==> src/rtl/fpc_pkg.sv <==
// Shared types, constants and the CRC-32 byte step for the firmware package checker.
// No dependencies; the interfaces aside, every other file imports this package.
package fpc_pkg;

   localparam int unsigned MAX_BYTES_DEFAULT = 1048576;
   localparam int unsigned SLOTS_DEFAULT = 5;
   localparam int unsigned SIZE_W = 25;
   localparam int unsigned OFF_W = 33;
   localparam logic [31:0] CRC_POLY = 32'hEDB88320;
   localparam logic [31:0] CRC_INIT = 32'hFFFFFFFF;
   localparam int unsigned HDR_FIXED = 44;
   localparam int unsigned SLOT_STRIDE = 12;
   localparam int unsigned TRAILER_BYTES = 4;
   localparam int unsigned AUTH_SPAN = 6;

   localparam logic [2:0] REC_RGB = 3'd0;
   localparam logic [2:0] REC_DEPTH = 3'd1;
   localparam logic [2:0] REC_AUDIO = 3'd2;
   localparam logic [2:0] REC_SLOT0 = 3'd3;

   typedef struct packed {
      logic [SIZE_W-1:0] size;
      logic              crc_ok;
      logic              overflow;
   } job_type;

   function automatic logic [31:0] crc_byte(input logic [31:0] crc, input logic [7:0] b);
      logic [31:0] c;
      c = crc ^ {24'd0, b};
      for (int k = 0; k < 8; k++) begin
         c = c[0] ? ((c >> 1) ^ CRC_POLY) : (c >> 1);
      end
      return c;
   endfunction

endpackage

==> src/rtl/fpc_rsp_if.sv <==
// Record channel out of the checker: valid/ready handshake with one decoded record.
// Depends on nothing.
interface fpc_rsp_if;
   logic        valid;
   logic        ready;
   logic [2:0]  record_index;
   logic [15:0] ver_major;
   logic [15:0] ver_minor;
   logic [15:0] version_build;
   logic        pkg_ok;
   logic        crc_match;
   logic [7:0]  signature_kind;
   logic [7:0]  build_kind;
   logic [7:0]  certificate_kind;
   logic        certificate_found;
   logic [2:0]  depth_config_count;
   logic        last_record;

   modport source (output valid, output record_index, output ver_major,
                   output ver_minor, output version_build, output pkg_ok,
                   output crc_match, output signature_kind, output build_kind,
                   output certificate_kind, output certificate_found,
                   output depth_config_count, output last_record, input ready);
   modport sink (input valid, input record_index, input ver_major,
                 input ver_minor, input version_build, input pkg_ok,
                 input crc_match, input signature_kind, input build_kind,
                 input certificate_kind, input certificate_found,
                 input depth_config_count, input last_record, output ready);
endinterface

==> src/rtl/fpc_back.sv <==
// Decoder: reads the stored package through the store read port, checks the header
// and certificate bounds, and emits the records. Depends on fpc_pkg and fpc_rsp_if.
module fpc_back
   import fpc_pkg::*;
#(
   parameter int unsigned MAX_PACKAGE_BYTES = MAX_BYTES_DEFAULT,
   parameter int unsigned DEPTH_CONFIG_SLOTS = SLOTS_DEFAULT
) (
   input  logic                                 clock,
   input  logic                                 reset,
   input  logic                                 job_valid,
   input  job_type                              job,
   output logic                                 job_pop,
   output logic                                 idle,
   output logic                                 rd_en,
   output logic [$clog2(MAX_PACKAGE_BYTES)-1:0] rd_addr,
   input  logic [7:0]                           rd_data,
   fpc_rsp_if.source                            rsp
);

   localparam int unsigned ADDR_W = $clog2(MAX_PACKAGE_BYTES);
   localparam int unsigned SLOT_W = $clog2(DEPTH_CONFIG_SLOTS + 1);
   localparam int unsigned HDR_BYTES = HDR_FIXED + SLOT_STRIDE * DEPTH_CONFIG_SLOTS;

   localparam logic [3:0] ST_IDLE = 4'd0;
   localparam logic [3:0] ST_HDR = 4'd1;
   localparam logic [3:0] ST_AUTH = 4'd2;
   localparam logic [3:0] ST_CERT = 4'd3;
   localparam logic [3:0] ST_EMIT = 4'd4;
   localparam logic [3:0] ST_SLOT = 4'd5;
   localparam logic [3:0] ST_SLOT_EMIT = 4'd6;
   localparam logic [3:0] ST_SHORT = 4'd7;
   localparam logic [3:0] ST_DRAIN = 4'd8;

   logic [3:0]        state_ff, state_in;
   logic [5:0]        step_ff, step_in;
   logic              wait_ff, wait_in;
   logic [SLOT_W-1:0] slot_ff, slot_in;
   logic [1:0]        emit_ff, emit_in;
   logic              valid_ff, valid_in;
   logic              cert_ok_ff, cert_ok_in;
   logic              oob_ff;
   logic [SIZE_W-1:0] size_ff;
   logic              crc_ok_ff;

   logic [7:0]  sig_ff, bld_ff, ckind_ff;
   logic [31:0] auth_ff, coff_ff;
   logic [15:0] clen_ff, cnt_ff;
   logic [15:0] dmaj_ff, dmin_ff, dbld_ff;
   logic [15:0] rmaj_ff, rmin_ff, rbld_ff;
   logic [15:0] amaj_ff, amin_ff, abld_ff;
   logic [15:0] smaj_ff, smin_ff;

   logic [OFF_W-1:0] addr;
   logic             reading, oob, capture, last_step, out_free, load;
   logic [7:0]       rb;
   logic             cnt_bad;
   logic [15:0]      cnt_now, clen_now;
   logic [OFF_W-1:0] auth_end, cert_end;

   always_comb begin
      unique case (state_ff)
         ST_HDR:  addr = OFF_W'(step_ff);
         ST_AUTH: addr = {1'b0, auth_ff} + OFF_W'(step_ff);
         ST_CERT: addr = {1'b0, coff_ff};
         ST_SLOT: addr = OFF_W'(HDR_FIXED) + OFF_W'(slot_ff) * OFF_W'(SLOT_STRIDE)
                         + OFF_W'(step_ff);
         default: addr = '0;
      endcase
   end

   assign reading = (state_ff == ST_HDR) || (state_ff == ST_AUTH) ||
                    (state_ff == ST_CERT) || (state_ff == ST_SLOT);
   assign oob = addr >= OFF_W'(size_ff);
   assign rd_en = reading && !wait_ff;
   assign rd_addr = addr[ADDR_W-1:0];
   assign capture = reading && wait_ff;
   assign rb = oob_ff ? 8'd0 : rd_data;

   always_comb begin
      unique case (state_ff)
         ST_HDR:  last_step = step_ff == 6'(HDR_FIXED - 1);
         ST_AUTH: last_step = step_ff == 6'(AUTH_SPAN - 1);
         ST_SLOT: last_step = step_ff == 6'd3;
         default: last_step = 1'b1;
      endcase
   end

   assign out_free = !rsp.valid || rsp.ready;
   assign load = out_free && ((state_ff == ST_EMIT) || (state_ff == ST_SLOT_EMIT) ||
                              (state_ff == ST_SHORT));
   assign cnt_bad = cnt_ff > 16'(DEPTH_CONFIG_SLOTS);
   assign cnt_now = {rb, cnt_ff[7:0]};
   assign clen_now = {rb, clen_ff[7:0]};
   assign auth_end = {1'b0, auth_ff} + OFF_W'(AUTH_SPAN);
   assign cert_end = {1'b0, coff_ff} + OFF_W'(clen_now);

   assign idle = state_ff == ST_IDLE;
   assign job_pop = idle && job_valid;

   always_comb begin
      state_in = state_ff;
      step_in = step_ff;
      wait_in = wait_ff;
      slot_in = slot_ff;
      emit_in = emit_ff;
      valid_in = valid_ff;
      cert_ok_in = cert_ok_ff;
      unique case (state_ff)
         ST_IDLE: begin
            if (job_valid) begin
               step_in = '0;
               wait_in = 1'b0;
               slot_in = '0;
               emit_in = '0;
               cert_ok_in = 1'b0;
               valid_in = job.crc_ok && !job.overflow;
               state_in = (job.size < SIZE_W'(HDR_BYTES)) ? ST_SHORT : ST_HDR;
            end
         end
         ST_HDR, ST_AUTH, ST_CERT, ST_SLOT: begin
            wait_in = !wait_ff;
            if (capture) begin
               step_in = step_ff + 6'd1;
               if (last_step) begin
                  step_in = '0;
                  unique case (state_ff)
                     ST_HDR: begin
                        if (cnt_now > 16'(DEPTH_CONFIG_SLOTS)) begin
                           valid_in = 1'b0;
                        end
                        if (auth_end > OFF_W'(size_ff)) begin
                           valid_in = 1'b0;
                           state_in = ST_EMIT;
                        end else begin
                           state_in = ST_AUTH;
                        end
                     end
                     ST_AUTH: begin
                        if (clen_now == 16'd0 || cert_end > OFF_W'(size_ff)) begin
                           valid_in = 1'b0;
                           state_in = ST_EMIT;
                        end else begin
                           cert_ok_in = 1'b1;
                           state_in = ST_CERT;
                        end
                     end
                     ST_CERT: state_in = ST_EMIT;
                     default: state_in = ST_SLOT_EMIT;
                  endcase
               end
            end
         end
         ST_EMIT: begin
            if (out_free) begin
               emit_in = emit_ff + 2'd1;
               if (emit_ff == 2'd2) begin
                  state_in = ST_SLOT;
               end
            end
         end
         ST_SLOT_EMIT: begin
            if (out_free) begin
               if (slot_ff == SLOT_W'(DEPTH_CONFIG_SLOTS - 1)) begin
                  state_in = ST_DRAIN;
               end else begin
                  slot_in = slot_ff + SLOT_W'(1);
                  state_in = ST_SLOT;
               end
            end
         end
         ST_SHORT: begin
            if (out_free) begin
               state_in = ST_DRAIN;
            end
         end
         ST_DRAIN: begin
            if (!rsp.valid || rsp.ready) begin
               state_in = ST_IDLE;
            end
         end
         default: state_in = ST_IDLE;
      endcase
   end

   always_ff @(posedge clock) begin
      if (reset) begin
         state_ff <= ST_IDLE;
         step_ff <= '0;
         wait_ff <= 1'b0;
         slot_ff <= '0;
         emit_ff <= '0;
         valid_ff <= 1'b0;
         cert_ok_ff <= 1'b0;
      end else begin
         state_ff <= state_in;
         step_ff <= step_in;
         wait_ff <= wait_in;
         slot_ff <= slot_in;
         emit_ff <= emit_in;
         valid_ff <= valid_in;
         cert_ok_ff <= cert_ok_in;
      end
   end

   always_ff @(posedge clock) begin
      if (job_pop) begin
         size_ff <= job.size;
         crc_ok_ff <= job.crc_ok;
      end
      if (rd_en) begin
         oob_ff <= oob;
      end
      if (capture) begin
         unique case (state_ff)
            ST_HDR: begin
               case (step_ff)
                  6'd0:  sig_ff <= rb;
                  6'd1:  bld_ff <= rb;
                  6'd2:  auth_ff[7:0] <= rb;
                  6'd3:  auth_ff[15:8] <= rb;
                  6'd4:  auth_ff[23:16] <= rb;
                  6'd5:  auth_ff[31:24] <= rb;
                  6'd6:  dmaj_ff <= {8'd0, rb};
                  6'd7:  dmin_ff <= {8'd0, rb};
                  6'd8:  dbld_ff[7:0] <= rb;
                  6'd9:  dbld_ff[15:8] <= rb;
                  6'd18: rmaj_ff <= {8'd0, rb};
                  6'd19: rmin_ff <= {8'd0, rb};
                  6'd20: rbld_ff[7:0] <= rb;
                  6'd21: rbld_ff[15:8] <= rb;
                  6'd30: amaj_ff <= {8'd0, rb};
                  6'd31: amin_ff <= {8'd0, rb};
                  6'd32: abld_ff[7:0] <= rb;
                  6'd33: abld_ff[15:8] <= rb;
                  6'd42: cnt_ff[7:0] <= rb;
                  6'd43: cnt_ff[15:8] <= rb;
                  default: ;
               endcase
            end
            ST_AUTH: begin
               case (step_ff)
                  6'd0:    coff_ff[7:0] <= rb;
                  6'd1:    coff_ff[15:8] <= rb;
                  6'd2:    coff_ff[23:16] <= rb;
                  6'd3:    coff_ff[31:24] <= rb;
                  6'd4:    clen_ff[7:0] <= rb;
                  default: clen_ff[15:8] <= rb;
               endcase
            end
            ST_CERT: ckind_ff <= rb;
            default: begin
               case (step_ff)
                  6'd0:    smaj_ff[7:0] <= rb;
                  6'd1:    smaj_ff[15:8] <= rb;
                  6'd2:    smin_ff[7:0] <= rb;
                  default: smin_ff[15:8] <= rb;
               endcase
            end
         endcase
      end
   end

   always_ff @(posedge clock) begin
      if (reset) begin
         rsp.valid <= 1'b0;
      end else if (load) begin
         rsp.valid <= 1'b1;
      end else if (rsp.ready) begin
         rsp.valid <= 1'b0;
      end
   end

   always_ff @(posedge clock) begin
      if (load) begin
         if (state_ff == ST_SHORT) begin
            rsp.record_index <= REC_RGB;
            rsp.ver_major <= '0;
            rsp.ver_minor <= '0;
            rsp.version_build <= '0;
            rsp.pkg_ok <= 1'b0;
            rsp.crc_match <= 1'b0;
            rsp.signature_kind <= '0;
            rsp.build_kind <= '0;
            rsp.certificate_kind <= '0;
            rsp.certificate_found <= 1'b0;
            rsp.depth_config_count <= '0;
            rsp.last_record <= 1'b1;
         end else begin
            rsp.pkg_ok <= valid_ff;
            rsp.crc_match <= crc_ok_ff;
            rsp.signature_kind <= sig_ff;
            rsp.build_kind <= bld_ff;
            rsp.certificate_kind <= cert_ok_ff ? ckind_ff : 8'd0;
            rsp.certificate_found <= cert_ok_ff;
            rsp.depth_config_count <= cnt_bad ? 3'd0 : cnt_ff[2:0];
            if (state_ff == ST_EMIT) begin
               rsp.last_record <= 1'b0;
               case (emit_ff)
                  2'd0: begin
                     rsp.record_index <= REC_RGB;
                     rsp.ver_major <= rmaj_ff;
                     rsp.ver_minor <= rmin_ff;
                     rsp.version_build <= rbld_ff;
                  end
                  2'd1: begin
                     rsp.record_index <= REC_DEPTH;
                     rsp.ver_major <= dmaj_ff;
                     rsp.ver_minor <= dmin_ff;
                     rsp.version_build <= dbld_ff;
                  end
                  default: begin
                     rsp.record_index <= REC_AUDIO;
                     rsp.ver_major <= amaj_ff;
                     rsp.ver_minor <= amin_ff;
                     rsp.version_build <= abld_ff;
                  end
               endcase
            end else begin
               rsp.record_index <= REC_SLOT0 + 3'(slot_ff);
               rsp.ver_major <= smaj_ff;
               rsp.ver_minor <= smin_ff;
               rsp.version_build <= '0;
               rsp.last_record <= slot_ff == SLOT_W'(DEPTH_CONFIG_SLOTS - 1);
            end
         end
      end
   end

endmodule

==> src/flat_wrapper.sv <==
// flat-port wrapper written by rule: the top's interface ports become plain ports
module fpc_back_flat import fpc_pkg::*;
#(
   parameter int unsigned MAX_PACKAGE_BYTES = MAX_BYTES_DEFAULT,
   parameter int unsigned DEPTH_CONFIG_SLOTS = SLOTS_DEFAULT
)
  (clock, reset, job_valid, job, job_pop, idle, rd_en, rd_addr, rd_data, rsp_valid, rsp_record_index, rsp_ver_major, rsp_ver_minor, rsp_version_build, rsp_pkg_ok, rsp_crc_match, rsp_signature_kind, rsp_build_kind, rsp_certificate_kind, rsp_certificate_found, rsp_depth_config_count, rsp_last_record, rsp_ready);
  fpc_rsp_if rsp_i ();
  input  logic clock;
  input  logic reset;
  input  logic job_valid;
  input  job_type job;
  output logic job_pop;
  output logic idle;
  output logic rd_en;
  output logic [$clog2(MAX_PACKAGE_BYTES)-1:0] rd_addr;
  input  logic [7:0] rd_data;
  output wire logic [$bits(rsp_i.valid)-1:0] rsp_valid;
  output wire logic [$bits(rsp_i.record_index)-1:0] rsp_record_index;
  output wire logic [$bits(rsp_i.ver_major)-1:0] rsp_ver_major;
  output wire logic [$bits(rsp_i.ver_minor)-1:0] rsp_ver_minor;
  output wire logic [$bits(rsp_i.version_build)-1:0] rsp_version_build;
  output wire logic [$bits(rsp_i.pkg_ok)-1:0] rsp_pkg_ok;
  output wire logic [$bits(rsp_i.crc_match)-1:0] rsp_crc_match;
  output wire logic [$bits(rsp_i.signature_kind)-1:0] rsp_signature_kind;
  output wire logic [$bits(rsp_i.build_kind)-1:0] rsp_build_kind;
  output wire logic [$bits(rsp_i.certificate_kind)-1:0] rsp_certificate_kind;
  output wire logic [$bits(rsp_i.certificate_found)-1:0] rsp_certificate_found;
  output wire logic [$bits(rsp_i.depth_config_count)-1:0] rsp_depth_config_count;
  output wire logic [$bits(rsp_i.last_record)-1:0] rsp_last_record;
  input wire logic [$bits(rsp_i.ready)-1:0] rsp_ready;
  assign rsp_valid = rsp_i.valid;
  assign rsp_record_index = rsp_i.record_index;
  assign rsp_ver_major = rsp_i.ver_major;
  assign rsp_ver_minor = rsp_i.ver_minor;
  assign rsp_version_build = rsp_i.version_build;
  assign rsp_pkg_ok = rsp_i.pkg_ok;
  assign rsp_crc_match = rsp_i.crc_match;
  assign rsp_signature_kind = rsp_i.signature_kind;
  assign rsp_build_kind = rsp_i.build_kind;
  assign rsp_certificate_kind = rsp_i.certificate_kind;
  assign rsp_certificate_found = rsp_i.certificate_found;
  assign rsp_depth_config_count = rsp_i.depth_config_count;
  assign rsp_last_record = rsp_i.last_record;
  assign rsp_i.ready = rsp_ready;
  fpc_back #(.MAX_PACKAGE_BYTES(MAX_PACKAGE_BYTES), .DEPTH_CONFIG_SLOTS(DEPTH_CONFIG_SLOTS)) u_core (.clock(clock), .reset(reset), .job_valid(job_valid), .job(job), .job_pop(job_pop), .idle(idle), .rd_en(rd_en), .rd_addr(rd_addr), .rd_data(rd_data), .rsp(rsp_i));
endmodule
==> config.mk <==
export PLATFORM = sky130hd
export DESIGN_NAME = fpc_back_flat
export DESIGN_NICKNAME = d
export VERILOG_FILES = /design/src/rtl/fpc_pkg.sv /design/src/rtl/fpc_rsp_if.sv /design/src/rtl/fpc_back.sv /design/src/flat_wrapper.sv
export SDC_FILE = /design/constraint.sdc
export NUM_CORES = 1
export LEC_CHECK = 0
export ABC_AREA = 1
export BUFFER_PORTS_ARGS = -buffer_cell sky130_fd_sc_hd__buf_4
export CAP_MARGIN = 10
export CORE_MARGIN = 2
export CORE_UTILIZATION = 55
export CTS_CLUSTER_SIZE = 16
export DETAILED_ROUTE_END_ITERATION = 8
export PLACE_DENSITY = 0.84
export REMOVE_ABC_BUFFERS = 1
export SYNTH_ARGS = -nofsm -noshare
export SYNTH_HDL_FRONTEND = slang
export SYNTH_SLANG_ARGS = --single-unit
==> constraint.sdc <==
create_clock -name clock -period 4.54 [get_ports clock]
set_input_delay 0.454 -clock clock [delete_from_list [all_inputs] [get_ports clock]]
set_output_delay 0.454 -clock clock [all_outputs]
set_load 0.03 [all_outputs]
# Word level (Yosys, flattened, before mapping)
# Cells that the tools add are included.
# W data, S select, Z words.
# op_classes
n_mul	1
magnitude_cmp	6
bitwise_logic	4
mux	53
n_eq_ne	44
reduce_logical	66
n_addsub	9
# op_table
cell	n
$pmux W33 S4	1
$reduce_and A3 Y1	31
$gt A33 B25 Y1	2
$eq A6 B5 Y1 const B	6
$mux W4	9
$add A32 B16 Y33	1
$add A32 B3 Y33 const B	1
$add A32 B6 Y33	1
$add A33 B6 Y33	1
$ge A33 B25 Y1	1
$gt A16 B3 Y1 const B	2
$mux W16	2
$pmux W16 S2	1
$pmux W8 S2	2
$lt A25 B7 Y1 const B	1
$eq A6 B3 Y1 const B	4
$eq A6 B6 Y1 const B	4
$pmux W4 S6	1
$mux W3	7
$mux W6	3
$eq A4 B3 Y1 const B	4
$logic_not A16 Y1	1
$ne A2 B1 Y1 const B	8
$mux W1	14
other kinds (43)	75
# totals
reg_bits	368
elab_cells	236
in_bits	39

# Depth between registers and ports, before layout
# Gate-level depths: netlist of run 1.
# logic_depth
word_depth	9
depth_mapped	29
depth_no_buf	29

# Worst setup path after synthesis of run 1
# Ideal clock, no wire load.
# synth_path
path_kind	register to register
startpoint	register u_core.state_ff[1]
endpoint	register u_core.rsp.build_kind[0] (enable)
path_slack_ns	-0.027
t_arrival_ns	4.045
setup_ns	0.523
path_buffers	0
path_stages_with_launch	5
cell_sequence	dfxtp_1 -> nor2_1 -> inv_2 -> nand2_1 -> nor2_1
# synth_between
elab_chain_len	4
# synth_rtl
element	line	text
from (decl)	fpc_back.sv:35	logic [3:0] state_ff, state_in;
from (signal assigned)	fpc_back.sv:196	state_ff <= state_in;
$eq A4 B3 Y1	fpc_back.sv:90	assign load = out_free && ((state_ff == ST_EMIT) || (state_ff == ST_SLOT_EMIT) ||
$logic_or A1 B1 Y1	fpc_back.sv:90	
$logic_or A1 B1 Y1 (*)	fpc_back.sv:90	
$logic_and A1 B1 Y1 (*)	fpc_back.sv:90	
named net u_core.load	fpc_back.sv:55	logic reading, oob, capture, last_step, out_free, load;
to (signal assigned)	fpc_back.sv:293	rsp.build_kind <= bld_ff;
to (decl)	fpc_rsp_if.sv:21	output crc_match, output signature_kind, output build_kind,
# The timed path passes the listed nets; every way through them passes the cells marked *.
# A chain may end at the register's enable or synchronous reset.

# Final worst setup path of run 1
# layout_path
startpoint	register u_core.slot_ff[0]
endpoint	register u_core.oob_ff (data pin)
# layout_between
elab_chain_len	5
# layout_rtl
element	line	text
from (decl)	fpc_back.sv:38	logic [SLOT_W-1:0] slot_ff, slot_in;
from (signal assigned)	fpc_back.sv:199	slot_ff <= slot_in;
$mul A3 B2 Y5	fpc_back.sv:66	ST_SLOT: addr = OFF_W'(HDR_FIXED) + OFF_W'(slot_ff) * OFF_W'(SLOT_STRIDE)
$add A6 B7 Y8	fpc_back.sv:66	
$add A33 B6 Y33	fpc_back.sv:67	+ OFF_W'(step_ff);
$pmux W33 S4	fpc_back.sv:62	unique case (state_ff)
$ge A33 B25 Y1	fpc_back.sv:74	assign oob = addr >= OFF_W'(size_ff);
named net u_core.oob	fpc_back.sv:55	
to (signal assigned)	fpc_back.sv:212	oob_ff <= oob;
to (decl)	fpc_back.sv:42	logic oob_ff;
# The timed path passes the listed nets, and every way through them passes these cells.

==> results of run 1 <==
==> power by group through the flow <==
stage                     Clock [mW]  Combinational (mW)  Sequential, mW
after CTS                       3.11                3.55            4.39
after detailed placement           0                3.50            4.46
after global placement             0                3.40            4.45
after floorplan                    0                1.95            4.73
after global routing            3.23                3.87            4.42
final                           3.09                3.61            4.39
==> cells by family (layout without fill, tap and decap cells) <==
| group | after synthesis | after routing | share of synthesized area, % |
|---|---|---|---|
| other cells | 0 | 1 | 0 |
| xor+xnor | 64 | 64 | 2.97 |
| flops | 368 | 368 | 57.6 |
| simple gates | 745 | 745 | 17.7 |
| compound gates | 261 | 261 | 8.27 |
| fa+ha+maj | 115 | 115 | 7.79 |
| buf+inv | 284 | 503 | 5.67 |
==> metal layers <==
metal | share of wire [%] | wire [µm] | vias to the layer above
met5 | 0 | 0 | -
met4 | 5.7 | 2890 | 0
met3 | 8.4 | 4280 | 168
met2 | 47 | 24200 | 788
met1 | 39 | 19700 | 6847
li1 | - | - | 6731
==> what timing repair did <==
| item | CTS | global route |
|---|---|---|
| endpoints found under the setup margin | 1 | 1 |
| pin swaps | 1 | 2 |
| hold buffers | 0 | 0 |
| buffers inserted | 0 | 0 |
| resized for setup | 1 | 9 |
==> worst register-to-register path: stages (launching register included) <==
cell,delay [ns]
dfxtp_2,0.37
ha_1,0.25
fa_1,0.38
xnor2_1,0.31
xnor2_1,0.18
ha_1,0.26
inv_1,0.07
nor2_1,0.06
o21bai_1,0.15
xor2_1,0.22
o221ai_2,0.19
ha_1,0.33
inv_1,0.06
nor3_2,0.21
nand4_1,0.26
o41ai_2,0.42
a31oi_1,0.12
a21oi_1,0.19
nor2_1,0.08
nand3_1,0.09
==> worst max path at each step <==
stage,startpoint,to,slack (ns),cells past startpoint
floorplan,u_core.state_ff[1],u_core.rsp.build_kind[0],-0.03,4
global placement,u_core.slot_ff[0],u_core.oob_ff,0.21,21
detailed placement,u_core.slot_ff[0],u_core.oob_ff,0.08,21
CTS,u_core.slot_ff[0],u_core.oob_ff,0.10,21
global route,u_core.slot_ff[0],u_core.oob_ff,-0.07,19
finish,u_core.slot_ff[0],u_core.oob_ff,0.18,19
==> cell usage in the layout (no fill, tap or decap), types with 47 or more instances in the layout <==
cell      netlist  final
edfxtp_1      349    349
nand2_1       337    337
inv_1         245    245
nor2_1        187    179
buf_4           0    176
ha_1          111    110
a21oi_1       103    102
nand3_1        87     87
o21ai_0        65     65
xor2_1         48     47
==> final cells by class <==
class | count | area share, %
tap | 448 | 2.55
timing repair buffer | 177 | 6.10
multi-input combinational | 1185 | 31.9
antenna | 1 | 0.0114
inverter | 256 | 4.38
clock buffer | 48 | 4.64
sequential | 368 | 49.4
clock inverter | 22 | 1.02
==> flip-flops by register name (all words and copies together), names as in the netlist, 16 cells and up <==
signal / count
u_core.abld_ff: 16
u_core.dbld_ff: 16
u_core.cnt_ff: 16
u_core.rbld_ff: 16
u_core.smaj_ff: 16
u_core.rsp.version_build: 16
u_core.smin_ff: 16
u_core.rsp.ver_minor: 16
u_core.coff_ff: 32
u_core.auth_ff: 32
u_core.rsp.ver_major: 16
u_core.size_ff: 25
==> per-stage QoR <==
| step | std cells | util (%) | setup WS, ns | hold slack (ns) | setup TNS [ns] |
|---|---|---|---|---|---|
| after floorplan | 1809 | - | -0.0274 | 0.466 | -2.25 |
| after global placement | 2434 | 61.5 | 0.207 | 0.490 | 0 |
| after detailed placement | 2434 | 61.5 | 0.0812 | 0.488 | 0 |
| after CTS | 2504 | 65.2 | 0.102 | 0.0822 | 0 |
| after global routing | 2504 | 65.4 | -0.0707 | 0.0842 | -0.0707 |
| final | 2505 | 65.4 | 0.184 | 0.0927 | 0 |
==> impl_metrics.env, run 1 <==
export IMPL_outcome="finished clean"
export IMPL_period_needed_ns=4.36
export IMPL_globalRouteTotalUtil_pct=28.3
export IMPL_gp_congestion=1.01
export IMPL_r2r_end="u_core.oob_ff"
export IMPL_overflow=0
export IMPL_crit_buf_inv=2
export IMPL_die_x_um=189
export IMPL_grt_pass1_wl_mm=77.0
export IMPL_start_kind="register"
export IMPL_holdCritPathClass="in2reg"
export IMPL_grt_pass1_vias=14000
export IMPL_reg2reg_slack_ns=0.18
export IMPL_area_growth_pct=16.6
export IMPL_avgRoutedWirePerCell_um=20.4
export IMPL_max_freq_ghz=0.230
export IMPL_critPathCaptureType="register"
export IMPL_r2r_cells=19
export IMPL_gr_usage_met3_pct=4.15
export IMPL_worstPathRequired_ns=4.93
export IMPL_grt_busiest_layer="met2"
export IMPL_htree_levels=2
export IMPL_yosys_warnings=0
export IMPL_crit_path_max_incr_delay_ns=0.42
export IMPL_clk_pin_slew_ns=0.07
export IMPL_async_flop_share_pct=0
export IMPL_start_util_pct=56.1
export IMPL_met2_usage_pct=47.0
export IMPL_fill_cells=2452
export IMPL_arrival_ns=4.74
export IMPL_layout_nets=2180
export IMPL_antenna_found_initial=0
export IMPL_p_leak_nw=9.04
export IMPL_synth_flop_cell="edfxtp_1"
export IMPL_design_area_mm2=0.0220
export IMPL_dr_first_iter_drc_count=1574
export IMPL_seq_area_frac_synth_pct=57.6
export IMPL_ir_worst_vdd_uv=354
export IMPL_syn_avg_cell_area_um2=10.3
export IMPL_p_comb_share_pct=32.5
export IMPL_ys_seq_elements=368
export IMPL_crit_fanout=6
export IMPL_final_layout_size_suffix_gt1_share_pct=15.2
export IMPL_grt_use_met1_pct=36.1
export IMPL_seqPwrFrac_pct=39.6
export IMPL_total_power_mw=11.1
export IMPL_fp_row_count=67
export IMPL_whs_endpoint="u_core.size_ff[1]"
export IMPL_wirelength_mm=51.1
export IMPL_synth_top_area_share_pct=55.6
export IMPL_cap_viol_max_count=0
export IMPL_seqCellArea_mm2=0.0109
export IMPL_min_from="job[3]"
export IMPL_io_pins=145
export IMPL_clock_path_buffers=3
export IMPL_slew_headroom_pct=17.6
export IMPL_p_sw_share_pct=36.0
export IMPL_crit_chain="ha_1, fa_1, xnor2_1, xnor2_1, ha_1, inv_1, nor2_1, o21bai_1, xor2_1, o221ai_2, ha_1, inv_1, nor3_2, nand4_1, o41ai_2, a31oi_1, a21oi_1, nor2_1, nand3_1"
export IMPL_vias_per_cell=5.80
export IMPL_synth_edf_count=349
export IMPL_fin_crit_sh_pct=95.9
export IMPL_clock_sinks=368
export IMPL_syn_area_mm2=0.0189
export IMPL_intPower_mw=7.09
export IMPL_placed_area_mm2=0.0207
export IMPL_cp_slowest_cell="o41ai_2"
export IMPL_cpMostUsedCell="ha_1"
export IMPL_ant_nets=0
export IMPL_synth_area_leader_cell="edfxtp_1"
export IMPL_placeableCoreArea_mm2=0.0336
export IMPL_setup_viol=0
export IMPL_worstSkewPairLatency_ns=0.54
export IMPL_place_hpwl_mm=36.5
export IMPL_synth_commonest_cells="349 x edfxtp_1, 337 x nand2_1, 245 x inv_1, 187 x nor2_1, 111 x ha_1"
export IMPL_slew_viol_final=0
export IMPL_grt_max_degree=81
export IMPL_power_switching_mw=4.00
export IMPL_chipHeight_um=189
export IMPL_whs_path_depth=1
export IMPL_fin_skew_ns=0.0173
export IMPL_synth_area_top_cells="edfxtp_1 56%, ha_1 7.4%, nand2_1 6.7%"
export IMPL_die_area_mm2=0.0358
export IMPL_cts_buffers=38
export IMPL_synth_distinct_cells=55
export IMPL_syn_inst=1837
export IMPL_tightest_slew_ns=1.23
export IMPL_port_buffers=144
export IMPL_crit_family="adder cells"
export IMPL_drt_first_pass_iters=7
export IMPL_drc=0
export IMPL_dr_total_vias=14500
export IMPL_cts_root_buffer="clkbuf_16"
export IMPL_multi_input_area_mm2=0.00700
export IMPL_hold_viol=0
export IMPL_synth_most_common_cell="edfxtp_1"
export IMPL_clkPwrFrac_pct=27.9
export IMPL_power_density_mw_per_mm2=505
export IMPL_cts_tree="built"
export IMPL_timing_rr_start="u_core.slot_ff[0]"
export IMPL_critical_path_class="reg2reg"
(Power assumes the default switching activity.)
==> run 2: changes to the inputs <==
--- a/config.mk
+++ b/config.mk
@@ -9,10 +9,10 @@
 export BUFFER_PORTS_ARGS = -buffer_cell sky130_fd_sc_hd__buf_4
 export CAP_MARGIN = 10
 export CORE_MARGIN = 2
-export CORE_UTILIZATION = 55
+export CORE_UTILIZATION = 45
 export CTS_CLUSTER_SIZE = 16
 export DETAILED_ROUTE_END_ITERATION = 8
-export PLACE_DENSITY = 0.84
+export PLACE_DENSITY = 0.72
 export REMOVE_ABC_BUFFERS = 1
 export SYNTH_ARGS = -nofsm -noshare
 export SYNTH_HDL_FRONTEND = slang
==> impl_metrics.env, run 2 (synthesis gave the netlist of run 1 again) <==
export IMPL_p_leak_nw=9.03
export IMPL_ir_worst_vdd_uv=241
export IMPL_globalRouteTotalUtil_pct=24.5
export IMPL_fin_crit_sh_pct=94.5
export IMPL_chipHeight_um=209
export IMPL_crit_chain="ha_1, fa_1, nand2_1, nand2_1, nand2_1, nand2_1, nand2_1, nand2_1, a21oi_2, nor2_1, inv_1, nor2_1, xnor2_1, o21ai_1, ha_1, nand2_1, inv_1, nand4_1, a21oi_1, o31ai_1, a21oi_1, nor2_1, nand3_1"
export IMPL_drt_first_pass_iters=6
export IMPL_crit_fanout=5
export IMPL_critical_path_class="reg2reg"
export IMPL_ant_nets=0
export IMPL_hold_buffers=0
export IMPL_final_layout_size_suffix_gt1_share_pct=15.2
export IMPL_clock_sinks=368
export IMPL_layout_nets=2185
export IMPL_slew_viol_final=0
export IMPL_place_hpwl_mm=38.8
export IMPL_cts_buffers=39
export IMPL_grt_use_met1_pct=32.0
export IMPL_drc=0
export IMPL_rsz0062_at_grt="no"
export IMPL_cap_viol_max_count=0
export IMPL_avgRoutedWirePerCell_um=20.7
export IMPL_slew_headroom_pct=27.7
export IMPL_clock_path_buffers=3
export IMPL_total_power_mw=11.0
export IMPL_period_needed_ns=4.29
export IMPL_area_growth_pct=17.0
export IMPL_cpMostUsedCell="nand2_1"
export IMPL_vias_per_cell=5.49
export IMPL_htree_levels=2
export IMPL_start_util_pct=45.9
export IMPL_outcome="finished clean"
export IMPL_power_density_mw_per_mm2=501
export IMPL_port_buffers=144
export IMPL_cts_root_buffer="clkbuf_16"
export IMPL_final_cell_mix="349 x edfxtp_1, 337 x nand2_1, 244 x inv_1"
export IMPL_largestRegisters="u_core.auth_ff x32, u_core.coff_ff x32, u_core.size_ff x25"
export IMPL_multi_input_area_mm2=0.00698
export IMPL_antenna_found_initial=0
export IMPL_dp_cells=2522
export IMPL_gp_congestion=0.986
export IMPL_seqCellArea_mm2=0.0109
export IMPL_grt_busiest_layer="met2"
export IMPL_final_common_cell="edfxtp_1"
export IMPL_final_core_util_pct=53.7
export IMPL_worstSkewPairLatency_ns=0.56
export IMPL_fin_cells=2594
export IMPL_design_area_mm2=0.0221
export IMPL_gr_usage_met3_pct=4.24
export IMPL_fp_row_count=74
export IMPL_setup_viol=0
export IMPL_overflow=0
export IMPL_clk_pin_slew_ns=0.07
export IMPL_antennaDiodeCount=0
export IMPL_wirelength_mm=53.6
export IMPL_max_freq_ghz=0.233
export IMPL_tightest_slew_ns=1.08
export IMPL_cts_tree="built"
export IMPL_met2_usage_pct=40.9
export IMPL_dr_total_vias=14200
export IMPL_fin_skew_ns=0.0167
export IMPL_die_x_um=209
export IMPL_fill_cells=3601
export IMPL_worstPathRequired_ns=4.83
export IMPL_grt_pass1_vias=14000
export IMPL_io_pins=145
export IMPL_holdCritPathClass="in2reg"
export IMPL_crit_path_max_incr_delay_ns=0.40
export IMPL_grt_max_degree=83
export IMPL_placeableCoreArea_mm2=0.0411
export IMPL_critPathCaptureType="register"
export IMPL_hold_viol=0
export IMPL_cp_slowest_cell="edfxtp_1"
export IMPL_placed_area_mm2=0.0208
export IMPL_dr_first_iter_drc_count=1273
export IMPL_die_area_mm2=0.0435
export IMPL_start_kind="register"
export IMPL_grt_pass1_wl_mm=81.0
export IMPL_arrival_ns=4.58
-- run 2: changes by cell type in the layout (fill, tap and decap cells not counted), moves of 2 or more --
cell and change:
clkinv_2 +2, clkinv_4 +3, buf_4 +4, clkbuf_1 +4
inv_6 -4, bufinv_16 -2
-- run 2: layout make-up --
type / instances / share of cell area, %
Clock inverter: 18 / 0.669
Tap cell: 532 / 3.02
Clock buffer: 54 / 4.87
Timing Repair Buffer: 181 / 6.22
Sequential cell: 368 / 49.2
Inverter: 256 / 4.37
Multi-Input combinational cell: 1185 / 31.6
-- run 2: routing by layer --
metal / wire length, µm / share of wire (%)
met1: 22400 / 42
met2: 25300 / 47
met3: 3720 / 6.9
met4: 2140 / 4.0
met5: 0 / 0
-- run 2: power by group --
| part | switching (mW) | internal (mW) | total [mW] |
|---|---|---|---|
| sequential | 0.131 | 4.26 | 4.39 |
| clock | 1.33 | 1.73 | 3.06 |
| combinational | 2.56 | 1.03 | 3.59 |
| total | 4.02 | 7.03 | 11.0 |
-- run 2: repair_timing --
action,in CTS,in global routing
setup buffers,0,0
gates resized for setup,0,6
setup endpoints to repair,0,1
-- run 2: worst max-delay path, delay by kind of cell (launching register included) --
family	cells	cell delay (ns)
fa+ha+maj	3	0.98
xor+xnor	1	0.27
flops	1	0.40
compound gates	5	0.93
simple gates	12	1.18
buf+inv	2	0.25
-- run 2: per-stage QoR --
step	setup TNS [ns]	hold WS, ns	setup slack (ns)
floorplan	-2.25	0.466	-0.0274
global placement	0	0.488	0.194
detailed placement	0	0.488	0.159
CTS	0	0.0502	0.129
global route	0	0.0575	0.000568
finish	0	0.0744	0.251
-- run 2: worst paths after layout --
| path | from | to | slack (ns) | depth (start not counted) |
|---|---|---|---|---|
| min | job[4] | u_core.size_ff[2] | 0.07 | 1 |
| min reg2reg | u_core.smaj_ff[10] | u_core.rsp.ver_major[10] | 0.50 | 2 |
| max reg2reg | u_core.auth_ff[0] | u_core.oob_ff | 0.25 | 23 |
| max | u_core.auth_ff[0] | u_core.oob_ff | 0.25 | 23 |
==> run 3: changes to the inputs <==
--- a/config.mk
+++ b/config.mk
@@ -12,7 +12,7 @@
 export CORE_UTILIZATION = 45
 export CTS_CLUSTER_SIZE = 16
 export DETAILED_ROUTE_END_ITERATION = 8
-export PLACE_DENSITY = 0.72
+export PLACE_DENSITY = 0.7
 export REMOVE_ABC_BUFFERS = 1
 export SYNTH_ARGS = -nofsm -noshare
 export SYNTH_HDL_FRONTEND = slang
==> constraint.sdc (replaced) <==
create_clock -name clock -period 4.86 [get_ports clock]
set_input_delay 0.486 -clock clock [delete_from_list [all_inputs] [get_ports clock]]
set_output_delay 0.486 -clock clock [all_outputs]
set_load 0.03 [all_outputs]
==> impl_metrics.env, run 3 (synthesis gave the netlist of run 1 again) <==
export IMPL_outcome="finished clean"
export IMPL_vias_per_cell=5.49
export IMPL_fill_cells=3622
export IMPL_clkPwrFrac_pct=28.5
export IMPL_layout_nets=2181
export IMPL_htree_levels=2
export IMPL_clk_pin_slew_ns=0.07
export IMPL_start_util_pct=45.9
export IMPL_whs_endpoint="u_core.size_ff[8]"
export IMPL_final_common_cell="edfxtp_1"
export IMPL_seqCellArea_mm2=0.0109
export IMPL_cts_root_buffer="clkbuf_16"
export IMPL_dp_cells=2517
export IMPL_hold_viol=0
export IMPL_gp_congestion=0.990
export IMPL_fin_cells=2589
export IMPL_critical_path_class="reg2reg"
export IMPL_period_needed_ns=4.40
export IMPL_cap_viol_max_count=0
export IMPL_setup_viol=0
export IMPL_ir_worst_vdd_uv=227
export IMPL_dr_first_iter_drc_count=1152
export IMPL_p_leak_nw=9.02
export IMPL_postCtsSetupRepairBufs=0
export IMPL_avgRoutedWirePerCell_um=20.4
export IMPL_ant_nets=0
export IMPL_reg2reg_slack_ns=0.46
export IMPL_hold_buffers=0
export IMPL_area_growth_pct=16.8
export IMPL_holdCritPathClass="in2reg"
export IMPL_dr_total_vias=14200
export IMPL_fp_row_count=74
export IMPL_final_cell_mix="349 x edfxtp_1, 337 x nand2_1, 243 x inv_1"
export IMPL_p_sw_share_pct=36.2
export IMPL_final_layout_size_suffix_gt1_share_pct=14.6
export IMPL_worstPathRequired_ns=5.28
export IMPL_grt_pass1_wl_mm=80.9
export IMPL_whs_path_depth=1
export IMPL_grt_pass1_vias=14000
export IMPL_die_x_um=209
export IMPL_power_density_mw_per_mm2=472
export IMPL_cts_buffers=40
export IMPL_worstSkewPairLatency_ns=0.58
export IMPL_critPathCaptureType="register"
export IMPL_max_freq_ghz=0.228
export IMPL_min_from="job[10]"
export IMPL_antenna_found_initial=0
export IMPL_intPower_mw=6.64
export IMPL_r2r_end="u_core.oob_ff"
export IMPL_clock_path_buffers=3
export IMPL_fin_skew_ns=0.0293
export IMPL_timing_rr_start="u_core.slot_ff[0]"
export IMPL_drc=0
export IMPL_post_cts_resized=0
export IMPL_io_pins=145
export IMPL_wirelength_mm=52.9
export IMPL_place_hpwl_mm=38.3
export IMPL_slew_viol_final=0
export IMPL_largestRegisters="u_core.auth_ff x32, u_core.coff_ff x32, u_core.size_ff x25"
export IMPL_multi_input_area_mm2=0.00696
export IMPL_seqPwrFrac_pct=39.5
export IMPL_port_buffers=144
export IMPL_tightest_slew_ns=1.14
export IMPL_slew_headroom_pct=23.8
export IMPL_antennaDiodeCount=0
export IMPL_crit_fanout=6
export IMPL_die_area_mm2=0.0435
export IMPL_placeableCoreArea_mm2=0.0411
export IMPL_arrival_ns=4.82
export IMPL_grt_max_degree=82
export IMPL_r2r_cells=21
export IMPL_rsz0062_at_grt="no"
export IMPL_start_kind="register"
export IMPL_fin_crit_sh_pct=90.4
export IMPL_chipHeight_um=209
export IMPL_tns_ns=0
export IMPL_cts_tree="built"
export IMPL_p_comb_share_pct=32.0
export IMPL_globalRouteTotalUtil_pct=24.4
export IMPL_power_switching_mw=3.77
export IMPL_drt_first_pass_iters=5
export IMPL_clock_sinks=368
export IMPL_overflow=0
run 3: cell count changes in the layout (fill, tap and decap cells not counted), sizes merged:
cell / change
buf: -5
clkbuf: -5
inv: +3
bufinv: +2
clkinv: +2
clkinvlp: -2
run 3: stage by stage:
step	hold slack, ns	setup slack [ns]	cell area (µm²)	utilization [%]	power [mW]
2_1_floorplan	0.466	0.293	18700	-	6.24
6_report	0.0873	0.464	22000	53.6	10.4
4_1_cts	0.0656	0.487	22000	53.6	10.5
5_1_grt	0.0684	0.0116	22000	53.6	10.9
3_5_place_dp	0.491	0.539	20800	50.5	7.48
3_3_place_gp	0.490	0.582	20800	50.5	7.41
run 3: how the worst max path moves through the flow:
stage                                   from                  endpoint  slack [ns]  cells after the start
after detailed placement   u_core.slot_ff[0]             u_core.oob_ff        0.54                     21
after CTS                  u_core.slot_ff[0]             u_core.oob_ff        0.49                     21
after floorplan           u_core.state_ff[1]  u_core.rsp.build_kind[0]        0.29                      4
after global routing       u_core.slot_ff[0]             u_core.oob_ff        0.01                     21
final                      u_core.slot_ff[0]             u_core.oob_ff        0.46                     21
after global placement     u_core.slot_ff[0]             u_core.oob_ff        0.58                     21
run 3: layer usage:
| layer | global-route usage (%) | vias to the layer above | wire length [µm] |
|---|---|---|---|
| met2 | 39.9 | 576 | 24700 |
| met4 | 12.0 | 0 | 2580 |
| li1 | - | 6734 | - |
| met5 | 0 | - | 0 |
| met3 | 4.66 | 146 | 3870 |
| met1 | 31.2 | 6769 | 21800 |
run 3: power by group through the flow:
stage               logic [mW]  clock network [mW]  registers (mW)
finish                    3.33                2.97            4.11
global route              3.64                3.16            4.14
CTS                       3.32                3.02            4.11
detailed placement        3.30                   0            4.18
global placement          3.24                   0            4.17
floorplan                 1.82                   0            4.41
run 3: area by class of cell:
type	instances	share of cell area (%)
sequential	368	49.3
multi-input combinational	1185	31.6
timing repair buffer	176	6.00
clock buffer	49	4.70
inverter	256	4.37
tap	532	3.02
clock inverter	23	1.03
run 3: critical path, stage by stage (launching register included):
cell      delay, ns
dfxtp_1        0.45
inv_1          0.16
ha_1           0.40
xor2_1         0.26
inv_1          0.08
ha_1           0.18
a21oi_1        0.14
inv_1          0.05
a31oi_1        0.19
nor2_1         0.08
o21bai_1       0.15
xor2_1         0.16
o221ai_1       0.26
ha_1           0.38
inv_1          0.05
nor3_1         0.29
nand4_1        0.23
o41ai_1        0.30
a31oi_1        0.13
a21oi_1        0.16
nor2_1         0.06
nand3_1        0.09
